**config.mk**
```make
export PLATFORM = sky130hd
export DESIGN_NAME = random_walk_window_pan_flat
export DESIGN_NICKNAME = d
export VERILOG_FILES = /design/src/rtl/core/rwwp_pkg.sv /design/src/rtl/core/rwwp_stream_if.sv /design/src/rtl/core/rwwp_div.sv /design/src/rtl/core/rwwp_addr.sv /design/src/rtl/core/random_walk_window_pan.sv /design/src/flat_wrapper.sv
export VERILOG_INCLUDE_DIRS = /design/src /design/src/rtl/core
export SDC_FILE = /design/constraint.sdc
export NUM_CORES = 1
export LEC_CHECK = 0
export BUFFER_PORTS_ARGS = -buffer_cell sky130_fd_sc_hd__buf_4
export CORE_MARGIN = 1
export CORE_UTILIZATION = 40
export DETAILED_ROUTE_END_ITERATION = 8
export PLACE_DENSITY = 0.59
export SYNTH_ARGS = -nofsm -noshare
export SYNTH_HDL_FRONTEND = slang
export SYNTH_SLANG_ARGS = --single-unit
```
**constraint.sdc**
```tcl
create_clock -name clk -period 7.34 [get_ports clk]
set_input_delay 1.468 -clock clk [delete_from_list [all_inputs] [get_ports clk]]
set_output_delay 1.468 -clock clk [all_outputs]
set_load 0.1 [all_outputs]
```
**src/rtl/core/random_walk_window_pan_macros.svh**
```systemverilog
// Assertion macros shared by the random walk window pan RTL.
`ifndef RANDOM_WALK_WINDOW_PAN_MACROS_SVH
`define RANDOM_WALK_WINDOW_PAN_MACROS_SVH
`ifndef SYNTHESIS
// Same-cycle implication checked at every rising edge outside reset.
`define RWWP_ASSERT_IMP(lbl, clk, rst, ante, cons, msg) \
  lbl: assert property (@(posedge clk) disable iff (rst) (ante) |-> (cons)) else $error(msg);
// Next-cycle implication checked at every rising edge outside reset.
`define RWWP_ASSERT_NXT(lbl, clk, rst, ante, cons, msg) \
  lbl: assert property (@(posedge clk) disable iff (rst) (ante) |=> (cons)) else $error(msg);
`else
`define RWWP_ASSERT_IMP(lbl, clk, rst, ante, cons, msg)
`define RWWP_ASSERT_NXT(lbl, clk, rst, ante, cons, msg)
`endif
`endif

```
**src/rtl/core/rwwp_pkg.sv**
```systemverilog
// Shared constants, types and helper functions of the window pan block.
package rwwp_pkg;

  // Field widths.
  localparam int MAX_DIM    = 4096;
  localparam int OFFS_W     = 12;
  localparam int IMG_W      = 13;
  localparam int SPEED_W    = 8;
  localparam int ADDR_W     = 32;
  localparam int RAND_W     = 28;
  localparam int DIR_W      = 3;
  localparam int STEP_W     = 10;
  localparam int CFG_IDX_W  = 3;

  // Serial divider sizing.
  localparam int DIVD_W     = RAND_W;
  localparam int DSOR_W     = IMG_W;
  localparam int DCNT_W     = $clog2(DIVD_W + 1);

  // Walk constants.
  localparam int MOD_STEER   = 3;
  localparam int Q_SHIFT     = 8;
  localparam int SPEED_FLOOR = 10;
  localparam int DIV_SHIFT   = 3;

  // Register indexes.
  localparam logic [CFG_IDX_W-1:0] REG_IMAGE_WIDTH   = 3'd0;
  localparam logic [CFG_IDX_W-1:0] REG_IMAGE_HEIGHT  = 3'd1;
  localparam logic [CFG_IDX_W-1:0] REG_WINDOW_WIDTH  = 3'd2;
  localparam logic [CFG_IDX_W-1:0] REG_WINDOW_HEIGHT = 3'd3;
  localparam logic [CFG_IDX_W-1:0] REG_MOVE_SPEED    = 3'd4;
  localparam logic [CFG_IDX_W-1:0] REG_BASE_ADDRESS  = 3'd5;

  // Register reset values.
  localparam logic [IMG_W-1:0]   IMAGE_WIDTH_RST   = 13'd1920;
  localparam logic [IMG_W-1:0]   IMAGE_HEIGHT_RST  = 13'd1080;
  localparam logic [OFFS_W-1:0]  WINDOW_WIDTH_RST  = 12'd800;
  localparam logic [OFFS_W-1:0]  WINDOW_HEIGHT_RST = 12'd480;
  localparam logic [SPEED_W-1:0] MOVE_SPEED_RST    = 8'd1;
  localparam logic [ADDR_W-1:0]  BASE_ADDRESS_RST  = 32'd0;

  // Item modes.
  localparam logic MODE_START = 1'b0;
  localparam logic MODE_TICK  = 1'b1;

  // Headings, clockwise from up.
  localparam logic [DIR_W-1:0] DIR_N    = 3'd0;
  localparam logic [DIR_W-1:0] DIR_NE   = 3'd1;
  localparam logic [DIR_W-1:0] DIR_E    = 3'd2;
  localparam logic [DIR_W-1:0] DIR_SE   = 3'd3;
  localparam logic [DIR_W-1:0] DIR_S    = 3'd4;
  localparam logic [DIR_W-1:0] DIR_SW   = 3'd5;
  localparam logic [DIR_W-1:0] DIR_WEST = 3'd6;
  localparam logic [DIR_W-1:0] DIR_NW   = 3'd7;

  // Channel payloads.
  typedef struct packed {
    logic              mode;
    logic [RAND_W-1:0] random_word;
  } in_item_t;

  typedef struct packed {
    logic [ADDR_W-1:0] window_address;
    logic [OFFS_W-1:0] window_x;
    logic [OFFS_W-1:0] window_y;
    logic [DIR_W-1:0]  heading;
    logic              edge_hit;
  } out_item_t;

  typedef struct packed {
    logic [CFG_IDX_W-1:0] index;
    logic [ADDR_W-1:0]    value;
  } cfg_item_t;

  // Request to the serial divider.
  typedef struct packed {
    logic              start;
    logic [DCNT_W-1:0] steps;
  } div_req_t;

  // Sequencer states.
  typedef enum logic [2:0] {
    S_IDLE, S_MOD3, S_SPDIV, S_QMOD, S_STEER, S_MOVE, S_ADDR, S_DONE
  } state_t;

  // Free travel of the window on one axis, saturated to the offset range.
  function automatic logic [OFFS_W-1:0] travel(input logic [IMG_W-1:0] img,
                                               input logic [OFFS_W-1:0] win);
    logic [IMG_W-1:0] d;
    d = (img > IMG_W'(win)) ? img - IMG_W'(win) : '0;
    return (d > IMG_W'(MAX_DIM - 1)) ? OFFS_W'(MAX_DIM - 1) : d[OFFS_W-1:0];
  endfunction

  // Centered offset on one axis, held within the free travel.
  function automatic logic [OFFS_W-1:0] center(input logic [IMG_W-1:0] img,
                                               input logic [OFFS_W-1:0] win,
                                               input logic [OFFS_W-1:0] lim);
    logic [IMG_W-1:0] d;
    d = (img > IMG_W'(win)) ? (img - IMG_W'(win)) >> 1 : '0;
    return (d > IMG_W'(lim)) ? lim : d[OFFS_W-1:0];
  endfunction

endpackage

```
**src/rtl/core/rwwp_stream_if.sv**
```systemverilog
// Valid/ready channel carrying one payload item per handshake.
interface rwwp_stream_if #(parameter type T = logic) ();
  logic valid;
  logic ready;
  T     data;

  modport source (output valid, output data, input ready);
  modport sink   (input valid, input data, output ready);
endinterface

```
**src/rtl/core/rwwp_div.sv**
```systemverilog
// Restoring bit-serial divider, one quotient bit per cycle.
module rwwp_div (
  input  logic                          clk,
  input  logic                          rst,
  input  rwwp_pkg::div_req_t            req,
  input  logic [rwwp_pkg::DIVD_W-1:0]   dividend,
  input  logic [rwwp_pkg::DSOR_W-1:0]   divisor,
  output logic                          done,
  output logic [rwwp_pkg::DIVD_W-1:0]   quot,
  output logic [rwwp_pkg::DSOR_W-1:0]   rem
);
  import rwwp_pkg::*;

  logic [DIVD_W-1:0] dsr;
  logic [DSOR_W-1:0] rem_q;
  logic [DSOR_W-1:0] dsor;
  logic [DCNT_W-1:0] cnt;
  logic              busy;
  logic              done_q;
  logic [DSOR_W:0]   trial;

  // Trial subtraction of the divisor from the shifted partial remainder.
  assign trial = {rem_q, dsr[DIVD_W-1]} - {1'b0, dsor};

  // Step counter and completion pulse.
  always_ff @(posedge clk) begin
    if (rst) begin
      busy   <= 1'b0;
      done_q <= 1'b0;
      cnt    <= '0;
    end else begin
      done_q <= 1'b0;
      if (req.start) begin
        busy <= 1'b1;
        cnt  <= req.steps;
      end else if (busy) begin
        cnt <= cnt - DCNT_W'(1);
        if (cnt == DCNT_W'(1)) begin
          busy   <= 1'b0;
          done_q <= 1'b1;
        end
      end
    end
  end

  // Dividend shifts out at the top while quotient bits shift in at the bottom.
  always_ff @(posedge clk) begin
    if (req.start) begin
      dsr   <= dividend;
      rem_q <= '0;
      dsor  <= divisor;
    end else if (busy) begin
      if (!trial[DSOR_W]) begin
        rem_q <= trial[DSOR_W-1:0];
        dsr   <= {dsr[DIVD_W-2:0], 1'b1};
      end else begin
        rem_q <= {rem_q[DSOR_W-2:0], dsr[DIVD_W-1]};
        dsr   <= {dsr[DIVD_W-2:0], 1'b0};
      end
    end
  end

  assign done = done_q;
  assign quot = dsr;
  assign rem  = rem_q;

endmodule

```
**src/rtl/core/rwwp_addr.sv**
```systemverilog
// Serial shift-and-add address unit: base + (y * width + x) * 4.
module rwwp_addr (
  input  logic                         clk,
  input  logic                         rst,
  input  logic                         start,
  input  logic [rwwp_pkg::OFFS_W-1:0]  x,
  input  logic [rwwp_pkg::OFFS_W-1:0]  y,
  input  logic [rwwp_pkg::IMG_W-1:0]   img_width,
  input  logic [rwwp_pkg::ADDR_W-1:0]  base,
  output logic                         done,
  output logic [rwwp_pkg::ADDR_W-1:0]  addr
);
  import rwwp_pkg::*;

  localparam int CNT_W = $clog2(OFFS_W + 1);

  logic [ADDR_W-1:0] acc;
  logic [ADDR_W-1:0] mcand;
  logic [OFFS_W-1:0] ybits;
  logic [CNT_W-1:0]  cnt;
  logic              busy;
  logic              done_q;

  // Step counter and completion pulse.
  always_ff @(posedge clk) begin
    if (rst) begin
      busy   <= 1'b0;
      done_q <= 1'b0;
      cnt    <= '0;
    end else begin
      done_q <= 1'b0;
      if (start) begin
        busy <= 1'b1;
        cnt  <= CNT_W'(OFFS_W);
      end else if (busy) begin
        cnt <= cnt - CNT_W'(1);
        if (cnt == CNT_W'(1)) begin
          busy   <= 1'b0;
          done_q <= 1'b1;
        end
      end
    end
  end

  // One bit of y per cycle, LSB first, adds the shifted row pitch.
  always_ff @(posedge clk) begin
    if (start) begin
      acc   <= base + ADDR_W'({x, 2'b00});
      mcand <= ADDR_W'({img_width, 2'b00});
      ybits <= y;
    end else if (busy) begin
      if (ybits[0]) begin
        acc <= acc + mcand;
      end
      mcand <= {mcand[ADDR_W-2:0], 1'b0};
      ybits <= ybits >> 1;
    end
  end

  assign done = done_q;
  assign addr = acc;

endmodule

```
**src/rtl/core/random_walk_window_pan.sv**
```systemverilog
// Random walk window pan: each item is either a start, which centers the
// window and draws a heading, or a vsync tick, which moves the window by
// move_speed pixels along its heading, clamps it at the image edges and
// reflects the heading there; every item yields one result with the window's
// byte address and position. Items are handled one at a time. A start and
// a tick that keeps its heading both wait on the 12-step serial multiply in
// the address unit. A tick whose step count has run out first runs the
// shared bit-serial divider up to three times in a row: 28 steps for the
// steering remainder, 13 for the width over speed and 20 for the new step
// count. A finished result sits in an output register, so the next item is
// taken while it waits.
`include "random_walk_window_pan_macros.svh"

module random_walk_window_pan (
  input  logic          clk,
  input  logic          rst,
  rwwp_stream_if.sink   req,
  rwwp_stream_if.source rsp,
  rwwp_stream_if.sink   cfg
);
  import rwwp_pkg::*;

  localparam int MOV_W = OFFS_W + 2;

  // Configuration registers.
  logic [IMG_W-1:0]   image_width;
  logic [IMG_W-1:0]   image_height;
  logic [OFFS_W-1:0]  window_width;
  logic [OFFS_W-1:0]  window_height;
  logic [SPEED_W-1:0] move_speed;
  logic [ADDR_W-1:0]  base_address;

  // Walk state.
  logic [OFFS_W-1:0]  offset_x;
  logic [OFFS_W-1:0]  offset_y;
  logic [DIR_W-1:0]   direction;
  logic [STEP_W-1:0]  steps_left;
  logic               bounce_parity;
  logic               hit;

  // Sequencer and working registers.
  state_t             state;
  state_t             state_next;
  logic               issued;
  logic               issued_next;
  logic [RAND_W-1:0]  rand_q;
  logic [1:0]         rm3;
  logic [STEP_W-1:0]  div_q;
  logic [STEP_W-1:0]  cnt_q;

  // Shared units.
  div_req_t           div_req;
  logic [DIVD_W-1:0]  div_dividend;
  logic [DSOR_W-1:0]  div_divisor;
  logic               div_done;
  logic [DIVD_W-1:0]  div_quot;
  logic [DSOR_W-1:0]  div_rem;
  logic               addr_start;
  logic               addr_done;
  logic [ADDR_W-1:0]  addr_value;

  // Derived limits and per-step values.
  logic [OFFS_W-1:0]  lim_x;
  logic [OFFS_W-1:0]  lim_y;
  logic [OFFS_W-1:0]  ctr_x;
  logic [OFFS_W-1:0]  ctr_y;
  logic [STEP_W-1:0]  floor_cnt;
  logic [STEP_W-1:0]  new_cnt;
  logic [OFFS_W-1:0]  mv_x;
  logic [OFFS_W-1:0]  mv_y;
  logic [DIR_W-1:0]   mv_dir;
  logic               mv_hit;

  // Output register.
  logic               rsp_valid;
  out_item_t          rsp_data;

  assign req.ready = (state == S_IDLE);
  assign cfg.ready = 1'b1;
  assign rsp.valid = rsp_valid;
  assign rsp.data  = rsp_data;

  // Configuration writes; indexes beyond the list are ignored.
  always_ff @(posedge clk) begin
    if (rst) begin
      image_width   <= IMAGE_WIDTH_RST;
      image_height  <= IMAGE_HEIGHT_RST;
      window_width  <= WINDOW_WIDTH_RST;
      window_height <= WINDOW_HEIGHT_RST;
      move_speed    <= MOVE_SPEED_RST;
      base_address  <= BASE_ADDRESS_RST;
    end else if (cfg.valid) begin
      unique case (cfg.data.index)
        REG_IMAGE_WIDTH:   image_width   <= cfg.data.value[IMG_W-1:0];
        REG_IMAGE_HEIGHT:  image_height  <= cfg.data.value[IMG_W-1:0];
        REG_WINDOW_WIDTH:  window_width  <= cfg.data.value[OFFS_W-1:0];
        REG_WINDOW_HEIGHT: window_height <= cfg.data.value[OFFS_W-1:0];
        REG_MOVE_SPEED:    move_speed    <= cfg.data.value[SPEED_W-1:0];
        REG_BASE_ADDRESS:  base_address  <= cfg.data.value;
        default: ;
      endcase
    end
  end

  // Limits of travel and the centered start position.
  assign lim_x = travel(image_width, window_width);
  assign lim_y = travel(image_height, window_height);
  assign ctr_x = center(image_width, window_width, lim_x);
  assign ctr_y = center(image_height, window_height, lim_y);

  // New step count: at least one, then at least min(speed, 10).
  always_comb begin
    logic [STEP_W-1:0] c1;
    floor_cnt = (move_speed > SPEED_W'(SPEED_FLOOR)) ? STEP_W'(SPEED_FLOOR)
                                                     : STEP_W'(move_speed);
    c1        = (cnt_q == '0) ? STEP_W'(1) : cnt_q;
    new_cnt   = (c1 < floor_cnt) ? floor_cnt : c1;
  end

  // One move along the heading, then clamping and reflection in the order
  // left, top, right, bottom, each seeing the heading left by the one before.
  always_comb begin
    logic signed [MOV_W-1:0] px;
    logic signed [MOV_W-1:0] py;
    logic signed [MOV_W-1:0] sp;
    logic [DIR_W-1:0]        d;
    logic                    h;
    d  = direction;
    h  = 1'b0;
    sp = $signed(MOV_W'(move_speed));
    px = $signed(MOV_W'(offset_x));
    py = $signed(MOV_W'(offset_y));
    if (d == DIR_N || d == DIR_NE || d == DIR_NW) begin
      py = py - sp;
    end else if (d == DIR_SE || d == DIR_S || d == DIR_SW) begin
      py = py + sp;
    end
    if (d == DIR_NE || d == DIR_E || d == DIR_SE) begin
      px = px + sp;
    end else if (d == DIR_SW || d == DIR_WEST || d == DIR_NW) begin
      px = px - sp;
    end
    if (px < 0) begin
      px = '0;
      h  = 1'b1;
      if (d == DIR_NW) d = DIR_N;
      else if (d == DIR_SW) d = DIR_S;
      else if (d == DIR_WEST) d = bounce_parity ? DIR_N : DIR_S;
    end
    if (py < 0) begin
      py = '0;
      h  = 1'b1;
      if (d == DIR_NE) d = DIR_E;
      else if (d == DIR_NW) d = DIR_WEST;
      else if (d == DIR_N) d = bounce_parity ? DIR_E : DIR_WEST;
    end
    if (px > $signed(MOV_W'(lim_x))) begin
      px = $signed(MOV_W'(lim_x));
      h  = 1'b1;
      if (d == DIR_SE) d = DIR_S;
      else if (d == DIR_NE) d = DIR_N;
      else if (d == DIR_E) d = bounce_parity ? DIR_S : DIR_N;
    end
    if (py > $signed(MOV_W'(lim_y))) begin
      py = $signed(MOV_W'(lim_y));
      h  = 1'b1;
      if (d == DIR_SW) d = DIR_WEST;
      else if (d == DIR_SE) d = DIR_E;
      else if (d == DIR_S) d = bounce_parity ? DIR_WEST : DIR_E;
    end
    mv_x   = px[OFFS_W-1:0];
    mv_y   = py[OFFS_W-1:0];
    mv_dir = d;
    mv_hit = h;
  end

  // Divider launch and operands for the step in progress.
  always_comb begin
    div_req.start = (state == S_MOD3 || state == S_SPDIV || state == S_QMOD) && !issued;
    case (state)
      S_SPDIV: begin
        div_dividend  = {image_width, {(DIVD_W - IMG_W){1'b0}}};
        div_divisor   = DSOR_W'(move_speed);
        div_req.steps = DCNT_W'(IMG_W);
      end
      S_QMOD: begin
        div_dividend  = {rand_q[RAND_W-1:Q_SHIFT], {Q_SHIFT{1'b0}}};
        div_divisor   = DSOR_W'(div_q);
        div_req.steps = DCNT_W'(RAND_W - Q_SHIFT);
      end
      default: begin
        div_dividend  = rand_q;
        div_divisor   = DSOR_W'(MOD_STEER);
        div_req.steps = DCNT_W'(RAND_W);
      end
    endcase
  end

  rwwp_div u_div (
    .clk      (clk),
    .rst      (rst),
    .req      (div_req),
    .dividend (div_dividend),
    .divisor  (div_divisor),
    .done     (div_done),
    .quot     (div_quot),
    .rem      (div_rem)
  );

  rwwp_addr u_addr (
    .clk       (clk),
    .rst       (rst),
    .start     (addr_start),
    .x         (offset_x),
    .y         (offset_y),
    .img_width (image_width),
    .base      (base_address),
    .done      (addr_done),
    .addr      (addr_value)
  );

  // Sequencer state register.
  always_ff @(posedge clk) begin
    if (rst) begin
      state  <= S_IDLE;
      issued <= 1'b0;
    end else begin
      state  <= state_next;
      issued <= issued_next;
    end
  end

  // Next state and address unit launch.
  always_comb begin
    state_next    = state;
    addr_start    = (state == S_ADDR) && !issued;
    unique case (state)
      S_IDLE: begin
        if (req.valid) begin
          if (req.data.mode == MODE_START) begin
            state_next = S_ADDR;
          end else if (steps_left <= STEP_W'(1)) begin
            state_next = S_MOD3;
          end else begin
            state_next = S_MOVE;
          end
        end
      end
      S_MOD3: begin
        if (div_done) begin
          state_next = (move_speed == '0) ? S_STEER : S_SPDIV;
        end
      end
      S_SPDIV: begin
        if (div_done) begin
          state_next = (div_quot[IMG_W-1:DIV_SHIFT] == '0) ? S_STEER : S_QMOD;
        end
      end
      S_QMOD: begin
        if (div_done) begin
          state_next = S_STEER;
        end
      end
      S_STEER: state_next = S_MOVE;
      S_MOVE:  state_next = S_ADDR;
      S_ADDR: begin
        if (addr_done) begin
          state_next = S_DONE;
        end
      end
      S_DONE: begin
        if (!rsp_valid || rsp.ready) begin
          state_next = S_IDLE;
        end
      end
      default: state_next = S_IDLE;
    endcase
    issued_next = (state_next != state) ? 1'b0
                                        : (issued | div_req.start | addr_start);
  end

  // Walk state updates.
  always_ff @(posedge clk) begin
    if (rst) begin
      offset_x      <= '0;
      offset_y      <= '0;
      direction     <= '0;
      steps_left    <= STEP_W'(1);
      bounce_parity <= 1'b0;
      hit           <= 1'b0;
    end else begin
      case (state)
        S_IDLE: begin
          if (req.valid) begin
            if (req.data.mode == MODE_START) begin
              offset_x      <= ctr_x;
              offset_y      <= ctr_y;
              direction     <= req.data.random_word[DIR_W-1:0];
              steps_left    <= STEP_W'(1);
              bounce_parity <= req.data.random_word[0];
              hit           <= 1'b0;
            end else if (steps_left > STEP_W'(1)) begin
              steps_left <= steps_left - STEP_W'(1);
            end
          end
        end
        S_STEER: begin
          direction     <= direction + DIR_W'(rm3) - DIR_W'(1);
          bounce_parity <= rand_q[Q_SHIFT];
          steps_left    <= new_cnt;
        end
        S_MOVE: begin
          offset_x  <= mv_x;
          offset_y  <= mv_y;
          direction <= mv_dir;
          hit       <= mv_hit;
          if (mv_hit) begin
            steps_left <= STEP_W'(1);
          end
        end
        default: ;
      endcase
    end
  end

  // Working registers: random word, steering remainder, divisor and count.
  always_ff @(posedge clk) begin
    if (state == S_IDLE && req.valid) begin
      rand_q <= req.data.random_word;
    end
    if (state == S_MOD3 && div_done) begin
      rm3 <= div_rem[1:0];
      if (move_speed == '0) begin
        div_q <= '0;
        cnt_q <= STEP_W'(1);
      end
    end
    if (state == S_SPDIV && div_done) begin
      div_q <= div_quot[IMG_W-1:DIV_SHIFT];
      if (div_quot[IMG_W-1:DIV_SHIFT] == '0) begin
        cnt_q <= STEP_W'(1);
      end
    end
    if (state == S_QMOD && div_done) begin
      cnt_q <= div_rem[STEP_W-1:0];
    end
  end

  // Result register; holds an item until the sink takes it.
  always_ff @(posedge clk) begin
    if (rst) begin
      rsp_valid <= 1'b0;
    end else if (state == S_DONE && (!rsp_valid || rsp.ready)) begin
      rsp_valid <= 1'b1;
    end else if (rsp.ready) begin
      rsp_valid <= 1'b0;
    end
  end

  always_ff @(posedge clk) begin
    if (state == S_DONE && (!rsp_valid || rsp.ready)) begin
      rsp_data.window_address <= addr_value;
      rsp_data.window_x       <= offset_x;
      rsp_data.window_y       <= offset_y;
      rsp_data.heading        <= direction;
      rsp_data.edge_hit       <= hit;
    end
  end

  // Checks on the sequencer and the walk state.
  `RWWP_ASSERT_NXT(a_accept_leaves_idle, clk, rst, req.valid && req.ready, state != S_IDLE, "accepted item did not start work")
  `RWWP_ASSERT_IMP(a_steps_nonzero, clk, rst, 1'b1, steps_left != '0, "step count reached zero")
  `RWWP_ASSERT_IMP(a_offset_in_range, clk, rst, state == S_ADDR, offset_x <= lim_x && offset_y <= lim_y, "window offset beyond travel limit")
  `RWWP_ASSERT_IMP(a_hit_rearms, clk, rst, state == S_ADDR && hit, steps_left == STEP_W'(1), "edge hit did not rearm step count")

endmodule

```
**src/flat_wrapper.sv**
```systemverilog
// flat-port wrapper written by rule: the top's interface ports become plain ports
module random_walk_window_pan_flat import rwwp_pkg::*;
  (clk, rst, req_valid, req_data, req_ready, rsp_valid, rsp_data, rsp_ready, cfg_valid, cfg_data, cfg_ready);
  rwwp_stream_if #(.T(in_item_t)) req_i ();
  rwwp_stream_if #(.T(out_item_t)) rsp_i ();
  rwwp_stream_if #(.T(cfg_item_t)) cfg_i ();
  input  logic clk;
  input  logic rst;
  input wire logic [$bits(req_i.valid)-1:0] req_valid;
  input wire logic [$bits(req_i.data)-1:0] req_data;
  output wire logic [$bits(req_i.ready)-1:0] req_ready;
  output wire logic [$bits(rsp_i.valid)-1:0] rsp_valid;
  output wire logic [$bits(rsp_i.data)-1:0] rsp_data;
  input wire logic [$bits(rsp_i.ready)-1:0] rsp_ready;
  input wire logic [$bits(cfg_i.valid)-1:0] cfg_valid;
  input wire logic [$bits(cfg_i.data)-1:0] cfg_data;
  output wire logic [$bits(cfg_i.ready)-1:0] cfg_ready;
  assign req_i.valid = req_valid;
  assign req_i.data = req_data;
  assign req_ready = req_i.ready;
  assign rsp_valid = rsp_i.valid;
  assign rsp_data = rsp_i.data;
  assign rsp_i.ready = rsp_ready;
  assign cfg_i.valid = cfg_valid;
  assign cfg_i.data = cfg_data;
  assign cfg_ready = cfg_i.ready;
  random_walk_window_pan u_core (.clk(clk), .rst(rst), .req(req_i), .rsp(rsp_i), .cfg(cfg_i));
endmodule
```
# Word level (Yosys, flattened, before mapping)
# Index checks and enable logic that the tools add are counted.
# word_totals
register_bits,385
out_inout_bits,63
# op_classes
n_addsub,14
magnitude_cmp,14
eq_ne,34
mux,110
bitwise,4
n_reduce_logical,52
# op_table
op,count
12-bit two-way mux,14
10-bit two-way mux,14
3-bit two-way mux,32
32-bit two-way mux,3
14-bit two-way mux,6
28-bit two-way mux,2
28-bit case mux with 2 select lines,1
13-bit by 12-bit greater-than comparator with 1-bit output,4
12-bit case mux with 2 select lines,2
3-bit equality test (second input constant),13
13-bit two-way mux,3
32-bit by 14-bit adder with 32-bit output,1
32-bit adder,1
15-bit two-way mux,2
10-bit case mux with 3 select lines,1
14-bit by 13-bit greater-than comparator with 1-bit output,2
14-bit by 1-bit less-than comparator with 1-bit output (second input constant),2
3-bit by 2-bit equality test with 1-bit output (second input constant),9
12-bit by 8-bit adder with 13-bit output,2
13-bit by 12-bit greater-than comparator with 1-bit output (second input constant),2
12-bit by 8-bit subtractor with 13-bit output,2
13-bit by 12-bit subtractor with 13-bit output,2
3-bit case mux with 8 select lines,1
10-bit logical NOT,2
39 further kinds,105

# Depth between registers and ports, before layout
# logic_depth
ltp_word,23
mapped_depth,27

# Modules after synthesis
# From an unflattened synthesis, not the netlist that was laid out.
# hier_totals
cells_unflattened,2524
hier_area_um2,23401.2
# modules_own_cells
module,instances,cells_per_inst,area_per_inst_um2
random_walk_window_pan,1,1724,14779.2
rwwp_addr,1,527,5408.9
rwwp_div,1,273,3213.1

# Worst setup path after synthesis
# Ideal clock, no wire load.
# synth_path
kind,flip-flop to flip-flop
startpoint,register u_core.window_height[1]
endpoint,register u_core.steps_left[4]
t_arrival_ns,5.320
slack_ns,1.899
stages_incl_launch_ff,27
n_path_buf,2
cell_sequence,dfxtp_1 > inv_1 > ha_1 > nor2b_1 > o21ai_0 > a21boi_0 > o21ai_0 > a21boi_0 > o2111ai_1 > nand3b_1 > o41ai_1 > nor2_1 > clkbuf_1 > clkbuf_1 > nor2_1 > ha_1 > a21o_1 > a21o_1 > a21oi_1 > nor2b_1 > nor4_1 > nor3_1 > a21oi_1 > and2_0 > nand2_1 > o21ai_4 > mux2_2
# synth_via
elab_chain_len,8
# synth_rtl
item,line_no,rtl
start: declaration,random_walk_window_pan.sv:29,logic [OFFS_W-1:0] window_height;
start signal: assignment,random_walk_window_pan.sv:97,REG_WINDOW_HEIGHT: window_height <= cfg.data.value[OFFS_W-1:0];
13-bit by 12-bit subtractor with 13-bit output or 13-bit by 12-bit greater-than comparator with 1-bit output (tied branches),rwwp_pkg.sv:90,d = (img > IMG_W'(win)) ? img - IMG_W'(win) : '0;
13-bit two-way mux *,rwwp_pkg.sv:90,
13-bit by 12-bit greater-than comparator with 1-bit output,rwwp_pkg.sv:91,return (d > IMG_W'(MAX_DIM - 1)) ? OFFS_W'(MAX_DIM - 1) : d[OFFS_W-1:0];
12-bit two-way mux *,rwwp_pkg.sv:91,
14-bit by 13-bit greater-than comparator with 1-bit output *,random_walk_window_pan.sv:164,if (py > $signed(MOV_W'(lim_y))) begin
1-bit two-way mux *,random_walk_window_pan.sv:164,
2-bit by 1-bit inequality test with 1-bit output (no line) *,n/a,
4-bit AND reduction (no line) *,n/a,
end signal: assignment,random_walk_window_pan.sv:303,steps_left <= steps_left - STEP_W'(1);
end signal: assignment,random_walk_window_pan.sv:310,steps_left <= new_cnt;
end: declaration,random_walk_window_pan.sv:37,logic [STEP_W-1:0] steps_left;
# Mark *: on every way between the ends. The rest lies on a longest branch, timed or not.
# A chain may end at the register's enable or synchronous reset.

# Worst setup path after layout
# Same ends and word-level chain as after synthesis.

==> flow_results.xml <==
<?xml version="1.0" encoding="UTF-8"?>
<metrics>
  <group name="run_status">
    <metric name="status" unit="">finished clean</metric>
  </group>
  <group name="power_and_ir_drop">
    <metric name="intPower" unit="W">0.00503</metric>
    <metric name="clockPowerShare" unit="">0.279</metric>
    <metric name="finalPower" unit="W">0.00805</metric>
    <metric name="static-leakage-power" unit="nW">10.4</metric>
    <metric name="cellPowerDensity" unit="nW/um^2">307</metric>
    <metric name="seqPwrFrac" unit="">0.361</metric>
    <metric name="power.ir.vdd_worst" unit="uV">175</metric>
    <metric name="logic_pwr_share" unit="">0.361</metric>
    <metric name="netSwitchingPower" unit="W">0.00301</metric>
    <metric name="power_switching_share" unit="">0.374</metric>
  </group>
  <group name="timing">
    <metric name="timing.hold.ws" unit="ns">0.425</metric>
    <metric name="period_needed" unit="ns">6.19</metric>
    <metric name="clock-skew-final" unit="ns">0.0132</metric>
    <metric name="worst_pin_slew" unit="ns">1.21</metric>
    <metric name="hold_violations" unit="">0</metric>
    <metric name="tns" unit="ns">0</metric>
    <metric name="max_clk_rate" unit="GHz">0.162</metric>
    <metric name="slew_violations" unit="">0</metric>
    <metric name="timing.final.crit_share" unit="">0.843</metric>
    <metric name="setup_repair_after_global_routing_missed_its_margin" unit="">no</metric>
    <metric name="setup_violations" unit="">0</metric>
    <metric name="maxSlewHeadroom" unit="">0.188</metric>
  </group>
  <group name="layout">
    <metric name="num-fill-cells" unit="">5477</metric>
    <metric name="layout-drive-gt1-share" unit="">0.100</metric>
    <metric name="area_of_the_multi_input_gates" unit="um^2">12500</metric>
    <metric name="finalNetCount" unit="">2930</metric>
    <metric name="layout.cells.most_common_list" unit="">nand2_1, nor2_1, a21oi_1</metric>
    <metric name="regArea" unit="um^2">9600</metric>
    <metric name="p_r_area_growth_vs_syn" unit="%">13.3</metric>
    <metric name="diodes" unit="">0</metric>
    <metric name="mostFrequentLayoutCell" unit="">nand2_1</metric>
  </group>
  <group name="yosys">
    <metric name="synth.yosys.warnings" unit="">0</metric>
    <metric name="netlist_area" unit="um^2">23200</metric>
    <metric name="yosys.cell_types.count" unit="">86</metric>
    <metric name="synth_edf_count" unit="">195</metric>
    <metric name="synth_sequential_area_ratio" unit="">0.415</metric>
    <metric name="postSynth.topFlopCell" unit="">edfxtp_1</metric>
    <metric name="postSynthCellCount" unit="">2613</metric>
    <metric name="syn-mean-instance-area" unit="um^2">8.86</metric>
    <metric name="ys_async_sr_fraction" unit="">0</metric>
    <metric name="ys_ff_latch" unit="">382</metric>
  </group>
  <group name="clock_network">
    <metric name="worst_skew_pair.late_latency" unit="ns">0.58</metric>
    <metric name="clk_transition_reported_paths" unit="ns">0.06</metric>
    <metric name="cts-root-buf" unit="">clkbuf_16</metric>
    <metric name="cts_sinks" unit="">382</metric>
    <metric name="numCtsBuffers" unit="">45</metric>
    <metric name="ctsHtreeMaxLevel" unit="">2</metric>
    <metric name="holdBufCountCts" unit="">0</metric>
    <metric name="tritoncts" unit="">built</metric>
    <metric name="ctsLongestPathBuffers" unit="">3</metric>
    <metric name="cts_repair_resize_count" unit="">0</metric>
    <metric name="cts.repair_timing.setup_buffer_count" unit="">0</metric>
  </group>
  <group name="critical_path">
    <metric name="critical_path.top_delay_family" unit="">compound AO/OA/AOI/OAI gates</metric>
    <metric name="cp_data_arrival_time" unit="ns">6.65</metric>
    <metric name="timing.critical_path.fanout_max" unit="">14</metric>
    <metric name="crit_path_end_kind" unit="">flop</metric>
    <metric name="timing.setup.critical_path_class" unit="">reg -&gt; reg</metric>
    <metric name="worst_ep_required_time" unit="ns">7.80</metric>
    <metric name="startpoint_type" unit="">flop</metric>
    <metric name="critPathMaxStageDelay" unit="ns">0.64</metric>
    <metric name="worst_path_max_delay_cell" unit="">a21oi_1</metric>
    <metric name="worstPathBufferInverterCount" unit="">3</metric>
  </group>
  <group name="global_route">
    <metric name="total_global_routing_track_utilization" unit="">0.233</metric>
    <metric name="first_global_vias" unit="">18530</metric>
    <metric name="grt_first_pass_wirelength" unit="um">107000</metric>
    <metric name="globalRoute.totalOverflow" unit="">0</metric>
    <metric name="antenna_found_initial" unit="">2</metric>
    <metric name="grt_start_max_net_pins" unit="">80</metric>
  </group>
  <group name="routing">
    <metric name="vias_per_cell" unit="">5.67</metric>
    <metric name="drc" unit="">0</metric>
    <metric name="drt_pre_antenna_iters" unit="">5</metric>
    <metric name="routed_wl" unit="um">70200</metric>
    <metric name="antenna_left" unit="">0</metric>
    <metric name="total_via_count_in_the_routed_design" unit="">19741</metric>
    <metric name="dr.first_iter.drc_count" unit="">1248</metric>
    <metric name="wire_per_inst" unit="um">20.1</metric>
  </group>
  <group name="die">
    <metric name="rows" unit="">87</metric>
    <metric name="initial_util" unit="">0.407</metric>
    <metric name="design.portCount" unit="">132</metric>
    <metric name="die_width" unit="um">243</metric>
    <metric name="full_die_area" unit="um^2">58900</metric>
    <metric name="coreArea" unit="um^2">56800</metric>
    <metric name="die_height" unit="um">243</metric>
  </group>
  <group name="placement">
    <metric name="post-dp-hpwl" unit="um">51600</metric>
    <metric name="gp_routability_congestion" unit="">0.915</metric>
    <metric name="io_buffers" unit="">130</metric>
  </group>
  <group name="flow_run">
    <metric name="max_cap_violations" unit="">0</metric>
  </group>
  <group name="min_path">
    <metric name="timing.hold.worst.class" unit="">reg -&gt; reg</metric>
  </group>
</metrics>
## metal layers
layer  vias up  track usage  wire (um)
met5         -            0          0
met4         0       0.0644       1630
met3        89       0.0331       3960
met2       586        0.373      31800
met1      9484        0.326      32700
li1       9582            -          -
## path summary, 6_finish.rpt
path	startpoint	endpoint	slack (ns)	depth (start not counted)
setup reg to reg	u_core.window_height[1]	u_core.steps_left[4]	1.15	26
hold / removal	u_core.u_addr.addr[0]	u_core.rsp.data[28]	0.43	0
setup / recovery	u_core.window_height[1]	u_core.steps_left[4]	1.15	26
hold reg to reg	u_core.u_addr.addr[0]	u_core.rsp.data[28]	0.43	0
## registers in the layout, summed over array words and instances, names as in the netlist, 8 cells and up
name,flops
u_core.u_addr.addr,32
u_core.rsp.data,60
u_core.steps_left,10
u_core.u_addr.mcand,30
u_core.move_speed,8
u_core.rand_q,28
u_core.u_div.rem,13
u_core.window_width,12
u_core.cnt_q,10
u_core.u_div.dsor,10
u_core.offset_x,12
u_core.offset_y,12
u_core.window_height,12
u_core.div_q,10
u_core.u_addr.ybits,12
u_core.base_address,32
u_core.u_div.quot,28
u_core.image_width,13
u_core.image_height,13
## cells in the mapped netlist, drive strengths merged, types with 47 or more instances
library cell    n  area share
a21oi         198       0.043
clkbuf        110       0.018
dfxtp         187        0.16
edfxtp        195        0.25
ha            163       0.088
inv           137       0.022
nand2         395       0.064
nand3          47       0.010
nor2          230       0.037
nor3           62       0.013
o21ai         125       0.028
xnor2          62       0.023
## logic make-up (layout without fill, tap and decap cells)
group,Yosys count,count (layout),share of synthesized area
compound gates,691,691,0.199
xor+xnor,92,92,0.0348
fa+ha+maj,172,172,0.0959
buf+inv,268,377,0.0448
flops,382,382,0.415
mux,52,52,0.0230
other cells,1,5,0.000162
simple gates,955,955,0.188
## stage by stage
step	cells	utilization	instance area [um^2]	setup WS, ns
final	3482	0.462	26200	1.15
after global routing	3482	0.462	26200	0.660
after CTS	3482	0.462	26200	1.23
after detailed placement	3398	0.436	24800	1.25
after global placement	3398	0.436	24800	1.33
after floorplan	2617	-	23200	1.90
## power groups by stage
stage	clock network [W]	registers (W)	logic (W)
detailed placement	0	0.00294	0.00287
global route	0.00239	0.00294	0.00323
global placement	0	0.00293	0.00284
floorplan	0	0.00281	0.00220
finish	0.00224	0.00290	0.00290
CTS	0.00230	0.00290	0.00289
## layout make-up
cell class	instances	share of cell area
clock buffer	57	0.0470
inverter	138	0.0197
sequential	382	0.366
clock inverter	27	0.00892
multi-input combinational	1967	0.478
timing repair buffer	155	0.0443
tap	756	0.0360
Note: power is estimated with default switching activity, not from simulation.
